## src/rtl/assert_macros.svh

```systemverilog
// ----------------------------------------------------------------------------
// Assertion macros
// Shared concurrent assertion forms, clocked on a rising edge and disabled
// while the active-low reset is asserted.
// ----------------------------------------------------------------------------
`ifndef ASSERT_MACROS_SVH
`define ASSERT_MACROS_SVH

// Condition must hold at every clock edge out of reset.
`define ASSERT_ALWAYS(label, clk, rst_n, cond, msg) \
    label: assert property (@(posedge clk) disable iff (!rst_n) (cond)) \
        else $error(msg);

// Antecedent in this cycle implies consequent in the same cycle.
`define ASSERT_IMPLY(label, clk, rst_n, ante, cons, msg) \
    label: assert property (@(posedge clk) disable iff (!rst_n) (ante) |-> (cons)) \
        else $error(msg);

// Antecedent in this cycle implies consequent in the next cycle.
`define ASSERT_NEXT(label, clk, rst_n, ante, cons, msg) \
    label: assert property (@(posedge clk) disable iff (!rst_n) (ante) |=> (cons)) \
        else $error(msg);

`endif

```

## src/rtl/bol_pkg.sv

```systemverilog
// ----------------------------------------------------------------------------
// bol_pkg
// Operation codes, result status codes and sequencer states of the bounded
// ordered list unit.
// ----------------------------------------------------------------------------
`default_nettype none

package bol_pkg;

    localparam int unsigned FUNC_W = 2;
    localparam int unsigned DATA_W = 32;
    localparam int unsigned STAT_W = 2;
    localparam int unsigned OCC_W  = 5;

    typedef enum logic [FUNC_W-1:0] {
        OP_PUSH_FRONT = 2'd0,
        OP_PUSH_BACK  = 2'd1,
        OP_DELETE     = 2'd2,
        OP_SEARCH     = 2'd3
    } op_t;

    typedef enum logic [STAT_W-1:0] {
        ST_DONE   = 2'd0,
        ST_FULL   = 2'd1,
        ST_ABSENT = 2'd2
    } status_t;

    typedef enum logic [2:0] {
        S_IDLE,
        S_DISPATCH,
        S_SCAN_RD,
        S_SCAN_CMP,
        S_SHIFT_RD,
        S_SHIFT_WR,
        S_RESULT
    } state_t;

endpackage

`default_nettype wire

```

## src/rtl/bol_ram.sv

```systemverilog
// ----------------------------------------------------------------------------
// bol_ram
// Generic simple dual-port RAM: one write port, one read port, registered
// read data.
// ----------------------------------------------------------------------------
`default_nettype none

module bol_ram #(
    parameter int unsigned WIDTH = 32,
    parameter int unsigned DEPTH = 16
) (
    input  wire logic                     clk,
    input  wire logic                     we,
    input  wire logic [$clog2(DEPTH)-1:0] waddr,
    input  wire logic [WIDTH-1:0]         wdata,
    input  wire logic [$clog2(DEPTH)-1:0] raddr,
    output logic      [WIDTH-1:0]         rdata
);

    logic [WIDTH-1:0] mem_reg [DEPTH];
    logic [WIDTH-1:0] rdata_reg;

    always_ff @(posedge clk)
    begin
        if (we)
        begin
            mem_reg[waddr] <= wdata;
        end
        rdata_reg <= mem_reg[raddr];
    end

    assign rdata = rdata_reg;

endmodule

`default_nettype wire

```

## src/rtl/bounded_ordered_list_unit.sv

```systemverilog
// ----------------------------------------------------------------------------
// bounded_ordered_list_unit
// Ordered list of up to DEPTH 32-bit values with push front, push back,
// delete first match and search, run by a small sequencer over one RAM.
// ----------------------------------------------------------------------------
// Usage:
//   Command beat: drive func and value and raise start while busy is low; the
//   beat is taken at that edge and busy rises on the next cycle.
//   Result beat: done is high for exactly one cycle with found, status and
//   occupancy; the receiver cannot stall it, so sample it then.
//   Entries live in a circular buffer in a single RAM with a head pointer, so
//   push front and push back are one write each. Delete and search walk the
//   list with one shared 32-bit comparator, reading each entry visited from
//   the RAM and then comparing it. Delete of an inner entry closes the gap by
//   copying the tail down one slot, each moved entry read and then written;
//   deleting the front entry only advances the head.
//   The next command is taken on the cycle after done.
// Reset: empties the list (count and head cleared); RAM contents are left as
//   they are, since only slots below the count are ever read.
// ----------------------------------------------------------------------------
`default_nettype none
`include "assert_macros.svh"

module bounded_ordered_list_unit #(
    parameter int unsigned DEPTH = 16
) (
    input  wire logic                          clk,
    input  wire logic                          rst_n,
    input  wire logic                          start,
    output logic                               busy,
    input  wire logic [bol_pkg::FUNC_W-1:0]    func,
    input  wire logic signed [bol_pkg::DATA_W-1:0] value,
    output logic                               done,
    output logic                               found,
    output logic      [bol_pkg::STAT_W-1:0]    status,
    output logic      [bol_pkg::OCC_W-1:0]     occupancy
);

    localparam int unsigned IDX_W = $clog2(DEPTH);
    localparam int unsigned CNT_W = $clog2(DEPTH + 1);
    localparam logic [IDX_W:0]   DEPTH_W = (IDX_W + 1)'(DEPTH);
    localparam logic [CNT_W-1:0] FULL_CNT = CNT_W'(DEPTH);
    localparam logic [IDX_W-1:0] LAST_IDX = IDX_W'(DEPTH - 1);

    // Map a logical position onto a RAM slot: head plus offset, wrapped once.
    function automatic logic [IDX_W-1:0] wrap_add(
        input logic [IDX_W-1:0] base,
        input logic [IDX_W-1:0] offs
    );
        logic [IDX_W:0] sum;
        sum = {1'b0, base} + {1'b0, offs};
        if (sum >= DEPTH_W)
        begin
            sum = sum - DEPTH_W;
        end
        return sum[IDX_W-1:0];
    endfunction

    // Sequencer and datapath registers
    bol_pkg::state_t  state_reg,  state_next;
    bol_pkg::op_t     op_reg,     op_next;
    bol_pkg::status_t status_reg, status_next;
    logic                       found_reg,  found_next;
    logic [bol_pkg::DATA_W-1:0] key_reg,    key_next;
    logic [IDX_W-1:0]           idx_reg,    idx_next;
    logic [IDX_W-1:0]           head_reg,   head_next;
    logic [CNT_W-1:0]           count_reg,  count_next;

    // RAM port signals
    logic                       ram_we;
    logic [IDX_W-1:0]           ram_waddr;
    logic [bol_pkg::DATA_W-1:0] ram_wdata;
    logic [IDX_W-1:0]           ram_raddr;
    logic [bol_pkg::DATA_W-1:0] ram_rdata;

    // Shared address and compare logic
    logic [IDX_W-1:0] phys_idx;
    logic [IDX_W-1:0] phys_nxt;
    logic [IDX_W-1:0] phys_tail;
    logic [IDX_W-1:0] head_dec;
    logic [CNT_W-1:0] idx_inc;
    logic             hit;
    logic             list_full;
    logic             scan_last;
    logic             shift_last;
    logic             del_no_move;

    assign phys_idx    = wrap_add(head_reg, idx_reg);
    assign phys_nxt    = wrap_add(head_reg, idx_reg + 1'b1);
    assign phys_tail   = wrap_add(head_reg, IDX_W'(count_reg));
    assign head_dec    = (head_reg == '0) ? LAST_IDX : head_reg - 1'b1;
    assign idx_inc     = CNT_W'(idx_reg) + 1'b1;
    assign hit         = (ram_rdata == key_reg);
    assign list_full   = (count_reg == FULL_CNT);
    assign scan_last   = (idx_inc == count_reg);
    assign shift_last  = ((idx_inc + 1'b1) == count_reg);
    // Front or back entry: no tail to move.
    assign del_no_move = (idx_reg == '0) || scan_last;

    bol_ram #(
        .WIDTH (bol_pkg::DATA_W),
        .DEPTH (DEPTH)
    ) u_ram (
        .clk   (clk),
        .we    (ram_we),
        .waddr (ram_waddr),
        .wdata (ram_wdata),
        .raddr (ram_raddr),
        .rdata (ram_rdata)
    );

    // Next state
    always_comb
    begin
        state_next = state_reg;
        unique case (state_reg)
            bol_pkg::S_IDLE:
            begin
                if (start)
                begin
                    state_next = bol_pkg::S_DISPATCH;
                end
            end
            bol_pkg::S_DISPATCH:
            begin
                case (op_reg) inside
                    bol_pkg::OP_PUSH_FRONT, bol_pkg::OP_PUSH_BACK:
                        state_next = bol_pkg::S_RESULT;
                    default:
                        state_next = (count_reg == '0) ? bol_pkg::S_RESULT
                                                       : bol_pkg::S_SCAN_RD;
                endcase
            end
            bol_pkg::S_SCAN_RD:
            begin
                state_next = bol_pkg::S_SCAN_CMP;
            end
            bol_pkg::S_SCAN_CMP:
            begin
                if (hit)
                begin
                    if (op_reg == bol_pkg::OP_SEARCH || del_no_move)
                    begin
                        state_next = bol_pkg::S_RESULT;
                    end
                    else
                    begin
                        state_next = bol_pkg::S_SHIFT_RD;
                    end
                end
                else if (scan_last)
                begin
                    state_next = bol_pkg::S_RESULT;
                end
                else
                begin
                    state_next = bol_pkg::S_SCAN_RD;
                end
            end
            bol_pkg::S_SHIFT_RD:
            begin
                state_next = bol_pkg::S_SHIFT_WR;
            end
            bol_pkg::S_SHIFT_WR:
            begin
                state_next = shift_last ? bol_pkg::S_RESULT : bol_pkg::S_SHIFT_RD;
            end
            bol_pkg::S_RESULT:
            begin
                state_next = bol_pkg::S_IDLE;
            end
            default:
            begin
                state_next = bol_pkg::S_IDLE;
            end
        endcase
    end

    // Datapath and RAM control
    always_comb
    begin
        op_next     = op_reg;
        key_next    = key_reg;
        idx_next    = idx_reg;
        head_next   = head_reg;
        count_next  = count_reg;
        found_next  = found_reg;
        status_next = status_reg;
        ram_we      = 1'b0;
        ram_waddr   = phys_idx;
        ram_wdata   = key_reg;
        ram_raddr   = phys_idx;

        unique case (state_reg)
            bol_pkg::S_IDLE:
            begin
                if (start)
                begin
                    op_next     = bol_pkg::op_t'(func);
                    key_next    = value;
                    idx_next    = '0;
                    found_next  = 1'b0;
                    status_next = bol_pkg::ST_DONE;
                end
            end
            bol_pkg::S_DISPATCH:
            begin
                unique case (op_reg)
                    bol_pkg::OP_PUSH_FRONT:
                    begin
                        if (list_full)
                        begin
                            status_next = bol_pkg::ST_FULL;
                        end
                        else
                        begin
                            ram_we     = 1'b1;
                            ram_waddr  = head_dec;
                            head_next  = head_dec;
                            count_next = count_reg + 1'b1;
                        end
                    end
                    bol_pkg::OP_PUSH_BACK:
                    begin
                        if (list_full)
                        begin
                            status_next = bol_pkg::ST_FULL;
                        end
                        else
                        begin
                            ram_we     = 1'b1;
                            ram_waddr  = phys_tail;
                            count_next = count_reg + 1'b1;
                        end
                    end
                    bol_pkg::OP_DELETE,
                    bol_pkg::OP_SEARCH:
                    begin
                        if (count_reg == '0)
                        begin
                            status_next = bol_pkg::ST_ABSENT;
                        end
                    end
                endcase
            end
            bol_pkg::S_SCAN_RD:
            begin
                ram_raddr = phys_idx;
            end
            bol_pkg::S_SCAN_CMP:
            begin
                if (hit)
                begin
                    found_next = 1'b1;
                    if (op_reg == bol_pkg::OP_DELETE && del_no_move)
                    begin
                        // Drop the front by advancing the head; drop the back
                        // by shrinking the count alone.
                        if (idx_reg == '0)
                        begin
                            head_next = phys_nxt;
                        end
                        count_next = count_reg - 1'b1;
                    end
                end
                else if (scan_last)
                begin
                    status_next = bol_pkg::ST_ABSENT;
                end
                else
                begin
                    idx_next = idx_reg + 1'b1;
                end
            end
            bol_pkg::S_SHIFT_RD:
            begin
                ram_raddr = phys_nxt;
            end
            bol_pkg::S_SHIFT_WR:
            begin
                // Move the entry behind the gap down one slot.
                ram_we    = 1'b1;
                ram_waddr = phys_idx;
                ram_wdata = ram_rdata;
                idx_next  = idx_reg + 1'b1;
                if (shift_last)
                begin
                    count_next = count_reg - 1'b1;
                end
            end
            bol_pkg::S_RESULT:
            begin
            end
            default:
            begin
            end
        endcase
    end

    // Control registers
    always_ff @(posedge clk or negedge rst_n)
    begin
        if (!rst_n)
        begin
            state_reg  <= bol_pkg::S_IDLE;
            head_reg   <= '0;
            count_reg  <= '0;
            idx_reg    <= '0;
            found_reg  <= 1'b0;
            status_reg <= bol_pkg::ST_DONE;
        end
        else
        begin
            state_reg  <= state_next;
            head_reg   <= head_next;
            count_reg  <= count_next;
            idx_reg    <= idx_next;
            found_reg  <= found_next;
            status_reg <= status_next;
        end
    end

    // Command payload
    always_ff @(posedge clk)
    begin
        op_reg  <= op_next;
        key_reg <= key_next;
    end

    // Outputs: hold busy for the whole command; present the result beat for
    // one cycle.
    assign busy      = (state_reg != bol_pkg::S_IDLE);
    assign done      = (state_reg == bol_pkg::S_RESULT);
    assign found     = found_reg;
    assign status    = status_reg;
    assign occupancy = bol_pkg::OCC_W'(count_reg);

    `ASSERT_ALWAYS(a_count_bound, clk, rst_n, count_reg <= FULL_CNT, "count above DEPTH")
    `ASSERT_NEXT(a_accept_busy, clk, rst_n, start && !busy, busy && !done, "command not held")
    `ASSERT_NEXT(a_done_release, clk, rst_n, done, !busy && !done, "result beat not single")
    `ASSERT_IMPLY(a_full_count, clk, rst_n, done && status_reg == bol_pkg::ST_FULL, list_full, "full status with room left")
    `ASSERT_IMPLY(a_found_ok, clk, rst_n, done && found_reg, status_reg == bol_pkg::ST_DONE, "found with error status")

endmodule

`default_nettype wire

```

## config.mk

```make
export PLATFORM = sky130hd
export DESIGN_NAME = bounded_ordered_list_unit
export DESIGN_NICKNAME = d
export VERILOG_FILES = /design/src/rtl/bol_pkg.sv /design/src/rtl/bol_ram.sv /design/src/rtl/bounded_ordered_list_unit.sv
export VERILOG_INCLUDE_DIRS = /design/src /design/src/rtl
export SDC_FILE = /design/constraint.sdc
export NUM_CORES = 1
export LEC_CHECK = 0
export BUFFER_PORTS_ARGS = -buffer_cell sky130_fd_sc_hd__buf_2
export CORE_MARGIN = 3
export CORE_UTILIZATION = 65
export CTS_BUF_LIST = sky130_fd_sc_hd__clkbuf_8
export CTS_CLUSTER_DIAMETER = 80
export DETAILED_ROUTE_END_ITERATION = 12
export GPL_TIMING_DRIVEN = 0
export MAX_ROUTING_LAYER = met4
export PLACE_DENSITY = 0.92
export RECOVER_POWER = 50
export SYNTH_ARGS = -nofsm -noshare
export SYNTH_HDL_FRONTEND = slang
export SYNTH_HIERARCHICAL = 1
export SYNTH_SLANG_ARGS = --single-unit
```

## constraint.sdc

```tcl
create_clock -name clk -period 12.4 [get_ports clk]
set_input_delay 0.62 -clock clk [delete_from_list [all_inputs] [get_ports clk]]
set_output_delay 0.62 -clock clk [all_outputs]
set_load 0.02 [all_outputs]
```

* Yosys cells after proc, flatten, opt, wreduce, memory -nomap -nowiden
Memory sizes are Yosys's and may differ from the RTL's. A register that Yosys moved wholly into a read port is not among the register bits. Index checks and enable logic that the tools add are counted.
Operators by class: $add $sub $neg 12, $lt $le $gt $ge 3, eq/ne operators 26, mux-type cells 49, reductions and logical operators 22
Operators by type and width (number):
- $mux 4 | 16
- $eq 32x32->1 | 1
- $mux 32 | 1
- $mux 5 | 5
- $ne 2x2->1 const B | 11
- $pmux 3 s6 | 1
- $reduce_and 6->1 | 3
- $pmux 4 s2 | 2
- $sub 4x1->4 const B | 4
- $add 4x4->5 | 3
- $ge 5x5->1 const B | 3
- $mux 3 | 5
- $pmux 5 s3 | 1
- $mux 2 | 7
- $pmux 4 s3 | 1
- $reduce_bool 3->1 | 4
- $add 5x1->5 const B | 2
- $eq 5x5->1 | 2
- $eq 3x3->1 const B | 3
- $logic_not 4->1 | 2
- $eq 3x2->1 const B | 2
- $mux 1 | 6
- $ne 3x3->1 const B | 2
- $pmux 2 s3 | 1
- 19 further kinds | 24
Storage, ports and cells: register bits 53, bits in writable memories 512, output and inout port bits 10, logic and storage cells 121, memories 1
Memory list:
- u_ram.mem_reg | words 16, width 32, read ports 1, clocked after Yosys merged registers in 1, wr ports 1, RTL line bol_ram.sv:20 | logic [WIDTH-1:0] mem_reg [DEPTH];

* Logic depth before layout (Yosys ltp)
depth in word-level cells 8, gate-level depth with buffers 13, gate-level depth less buffers 10

* Hierarchy
Netlist, hierarchy kept.
Modules (own cells, without submodules):
- bol_ram | instances 1, cells each 838, area an instance 19835.3 µm², sequential area each 16015.4 µm²
- bounded_ordered_list_unit | instances 1, cells each 348, area an instance 3837.4 µm², sequential area each 1496.4 µm²

* Least setup slack after synthesis
No wires, ideal clock.
path kind reg2reg, from register count_reg[0], in the netlist occupancy[0], to memory u_ram.mem_reg[0][0], enable pin, library setup time 0.461 ns, arrival time 4.425 ns, path slack 7.514 ns, stages on the path, launching flop included 8, buffers on the path 0, cells stage by stage dfrtp_1 -> or4_1 -> o21bai_1 -> nor2_1 -> o211ai_1 -> o21ai_0 -> or3b_2 -> nor3_1
Between the ends: word-level cells in the longest chain between the ends 6, elaborated cells between the ends (all ways) 14
RTL lines:
- from (decl) | RTL line bounded_ordered_list_unit.sv:67 | logic [CNT_W-1:0] count_reg, count_next;
- from (signal assigned) | RTL line bounded_ordered_list_unit.sv:316 | count_reg <= count_next;
- $add 4x4->5 | RTL line bounded_ordered_list_unit.sv:51 | sum = {1'b0, base} + {1'b0, offs};
- $sub 4x1->4 / $ge 5x5->1 (equally long branches) | RTL line bounded_ordered_list_unit.sv:54, bounded_ordered_list_unit.sv:52
- $mux 4 | RTL line bounded_ordered_list_unit.sv:52 | if (sum >= DEPTH_W)
- $mux 4 | RTL line bounded_ordered_list_unit.sv:225 | if (list_full)
- $pmux 4 s2 (*) | RTL line bounded_ordered_list_unit.sv:208 | unique case (op_reg)
- $mux 4 (*) | RTL line bounded_ordered_list_unit.sv:194 | unique case (state_reg)
- net ram_waddr[3] | RTL line bounded_ordered_list_unit.sv:71 | logic [IDX_W-1:0] ram_waddr;
- to (decl) | RTL line bol_ram.sv:20
The timed path passes the listed nets; every way through them passes the cells marked *.

* Final worst setup path
from register count_reg[0], in the netlist occupancy[0], to memory u_ram.mem_reg[11][10], enable pin
Same word-level chain as after synthesis.

==> results.md <==
- Worst setup EP type: register
- Syn avg cell area: 20.0 um2
- Vias: approximately 13k
- DP Area: 25100 um2
- CP arrival: 4.82 ns
- Share of power burned in registers: 34.3%
- Port bufs: 46
- #FFs+latches synth: 597
- Number of global-route vias before repair: 13.5k
- DRT Wirelength: 56.8 mm
- H-tree levels: 3
- Num Clock Sinks: 597
- Hold path start: value[5]
- HPWL Detailed: 35.8 mm
- Yosys top cell area share: 69.3%
- EDFF count, synth: 546
- Core Util, Final: 74.8%
- Max IR drop VDD: roughly 0.15 mV
- Area leader, netlist: edfxtp_1
- R2R cell count: 7
- Post-route ant nets: 0
- WHS Path Cells: 1
- Fin crit share: a little over a third
- Fillers: 1826
- DIE AREA: about 39000 um2
- Critical path required time: about 13 ns
- Post-Syn Instances: 1186
- Lkg Pwr: 0.00896 uW
- HP Class: primary input to register
- Postcts setup bufs: 0
- Pins Over Slew Limit: 23
- CP Launch Type: register
- Clock Skew: 0.0202 ns
- Relative slew slack: -33.8%
- Global Route Usage Sum: 31.1%
- Syn-to-layout area delta: 12.9%
- Iter 0 DRT Violations: approximately 1.4k
- Multi-input gate area: 5930 um2
- Worst-margin pin slew: 2.01 ns
- Number of max-cap violations: 1
- N_diodes: 0
- R2R Path Start: occupancy[0]
- Synthesized net count: 1243
- Reg area: around 18000 um2
- Share of cells above drive strength 1: 24.7%
- P_int: 4490 uW
- Initial antenna violation count: 0
- Setup TNS: 0 ns
- Outcome: complete, but fails checks
- Mapped Area: 23700 um2
- Initial Util: about two thirds
- Async set or reset register ratio after synthesis: 3.18%
- R2R Setup Slk: just under 8 ns
- WS Path Type: register to register
- Synth top area cells: edfxtp_1, mux4_2, dfxtp_1
- First-pass GRT wire length: between 80 and 90 mm
- Vias per cell: 6.83
- Comb power frac: 44.4%
- Routability cong.: 0.862
- Min Hold Slack: between 0.1 and 0.15 ns
- Worst-Skew Late Latency: between 0.6 and 0.7 ns
- Clock slew at reported path FFs: 0.06 ns
- Final hold violations: 0
- CTS Buffer Depth: 3
- Wire per inst: 30.1 um
- IO Pins: between 40 and 50
- Violated checks: max-capacitance violations, max-slew violations
- Site row count: 69
- NetSw: 2670 uW
- Root buf cell: clkbuf_8
- Hold Path End: key_reg[5]
- Post-synth top flop: edfxtp_1
- Number of remaining DRC errors: 0
- CTS buffer count: 91
- Yosys warning total: 6
- Core Area: 35700 um2
- Synth unique cells: 62
- CTS tree: yes
- Length of the first detailed-routing pass in iterations: 5
- Fin area: 26700 um2
- Crit-path max FO: 20
- Grt ovf: 0
- Final nets: 1410
- Chip width: 197 um
- Final min period: between 4 and 5 ns
- Pwr Density: 268 nW/um2
- Pin count of the biggest net entering global routing: 25
- Post-synthesis sequential area ratio: 74.0%
- Maximum clock rate: 223 MHz
- RSZ-0062 raised after global routing: false
- R2R Path End: u_ram/mem_reg[11][10]
- Clock share of power: 21.3%
- Net Sw Frac: 37.3%
- Max FFs per register: 512
- Final setup fails: 0
- Post_cts resized: 0
- Die Ht: 197 um
==> cell usage in the layout, fill, tap and decap left out, drive strengths merged, types with 3 or more instances in the layout <==
| cell type | instances |
|---|---|
| nand3b | 5 |
| inv | 49 |
| xnor2 | 17 |
| o21ai | 15 |
| ha | 16 |
| a21oi | 19 |
| mux4 | 128 |
| clkbuf | 143 |
| and2 | 3 |
| a211oi | 4 |
| dfxtp | 32 |
| o211ai | 5 |
| nor2b | 5 |
| xor2 | 37 |
| edfxtp | 546 |
| nand2 | 48 |
| nand4 | 3 |
| nor2 | 23 |
| dfrtp | 19 |
| clkinv | 27 |
| nor4 | 9 |
| mux2i | 6 |
| a21o | 7 |
| or3 | 3 |
| nand2b | 8 |
| nand3 | 9 |
| a22oi | 65 |
| and3b | 4 |
| fa | 4 |
| buf | 90 |
| nor3 | 6 |
| o31ai | 3 |
| mux2 | 40 |
==> routing by layer <==
metal / up-vias / part of all wire (%) / track usage (%)
met3: 216 / 11 / 6.87
met1: 6491 / 35 / 39.7
met5: - / 0 / -
met4: 0 / 4.8 / 14.8
li1: 5226 / - / -
met2: 982 / 50 / 48.7
==> through the flow <==
stage,instances,setup WS [ns],total power [uW]
floorplan,1186,7.51,4680
global placement,1693,5.05,5430
detailed placement,1720,8.04,5640
CTS,1891,7.98,7170
global route,1891,7.73,7450
finish,1891,7.93,7160
==> worst max-delay path, stage by stage, from the launching register on <==
cell	delay [ns]
dfrtp_1	0.52
or4_1	0.62
o21bai_1	0.31
nor2_1	0.21
o21ai_0	0.86
nand2_1	0.49
nor2_4	0.88
buf_16	0.24
==> Yosys cell counts (4+ instances only) <==
master	number
nor2b_1	5
edfxtp_1	546
buf_4	10
xor2_1	37
and3b_1	4
dfrtp_1	19
o211ai_1	5
o21ai_0	12
buf_2	11
nand2b_1	8
nand2_1	48
buf_1	11
nor3_1	6
nand3b_1	5
mux4_2	128
inv_1	10
mux2_2	36
nand3_1	9
nor2_1	23
xnor2_1	17
a21oi_1	19
a22oi_1	65
fa_1	4
dfxtp_1	32
ha_1	16
clkbuf_1	25
mux2i_1	6
a21o_1	7
nor4_1	9
==> final cells by class <==
class	instances	share of cell area (%)
inverter	12	0.168
multi-input combinational	520	22.2
timing repair buffer	74	2.52
buffer	57	0.987
sequential	597	65.5
clock buffer	103	5.30
clock inverter	67	1.18
tap	461	2.16
==> cells by family (layout without fill, tap and decap cells) <==
logic type               count (synthesis)  after routing  share of synthesized area (%)
multiplexers                           174            174                           14.4
buffers and inverters                   69            313                           1.31
AND/OR/NAND/NOR                        136            136                           2.89
adder cells (fa/ha/maj)                 20             20                           1.18
AO/OA/AOI/OAI                          135            135                           4.18
XOR/XNOR                                55             55                           2.10
flip-flops                             597            597                           74.0
==> what timing repair did <==
action	4_1_cts	5_1_grt
hold buffers	1	0
endpoints found under the hold margin	19	0
setup endpoints to repair	0	0
==> power groups by stage <==
stage	sequential [uW]	combinational, uW	clock (uW)
2_1_floorplan	2470	2210	0
3_3_place_gp	2480	2950	0
3_5_place_dp	2490	3150	0
4_1_cts	2450	3180	1550
5_1_grt	2460	3360	1630
6_report	2450	3180	1520
==> worst max path at each step <==
| stage | from | end |
|---|---|---|
| final | occupancy[0] | u_ram/mem_reg[11][10] |
| after global routing | occupancy[0] | u_ram/mem_reg[11][10] |
| after CTS | occupancy[0] | u_ram/mem_reg[11][10] |
| after global placement | state_reg[0] | u_ram/mem_reg[0][14] |
| after detailed placement | occupancy[0] | u_ram/mem_reg[11][13] |
| after floorplan | occupancy[0] | u_ram/mem_reg[0][0] |
(Power assumes the default switching activity.)
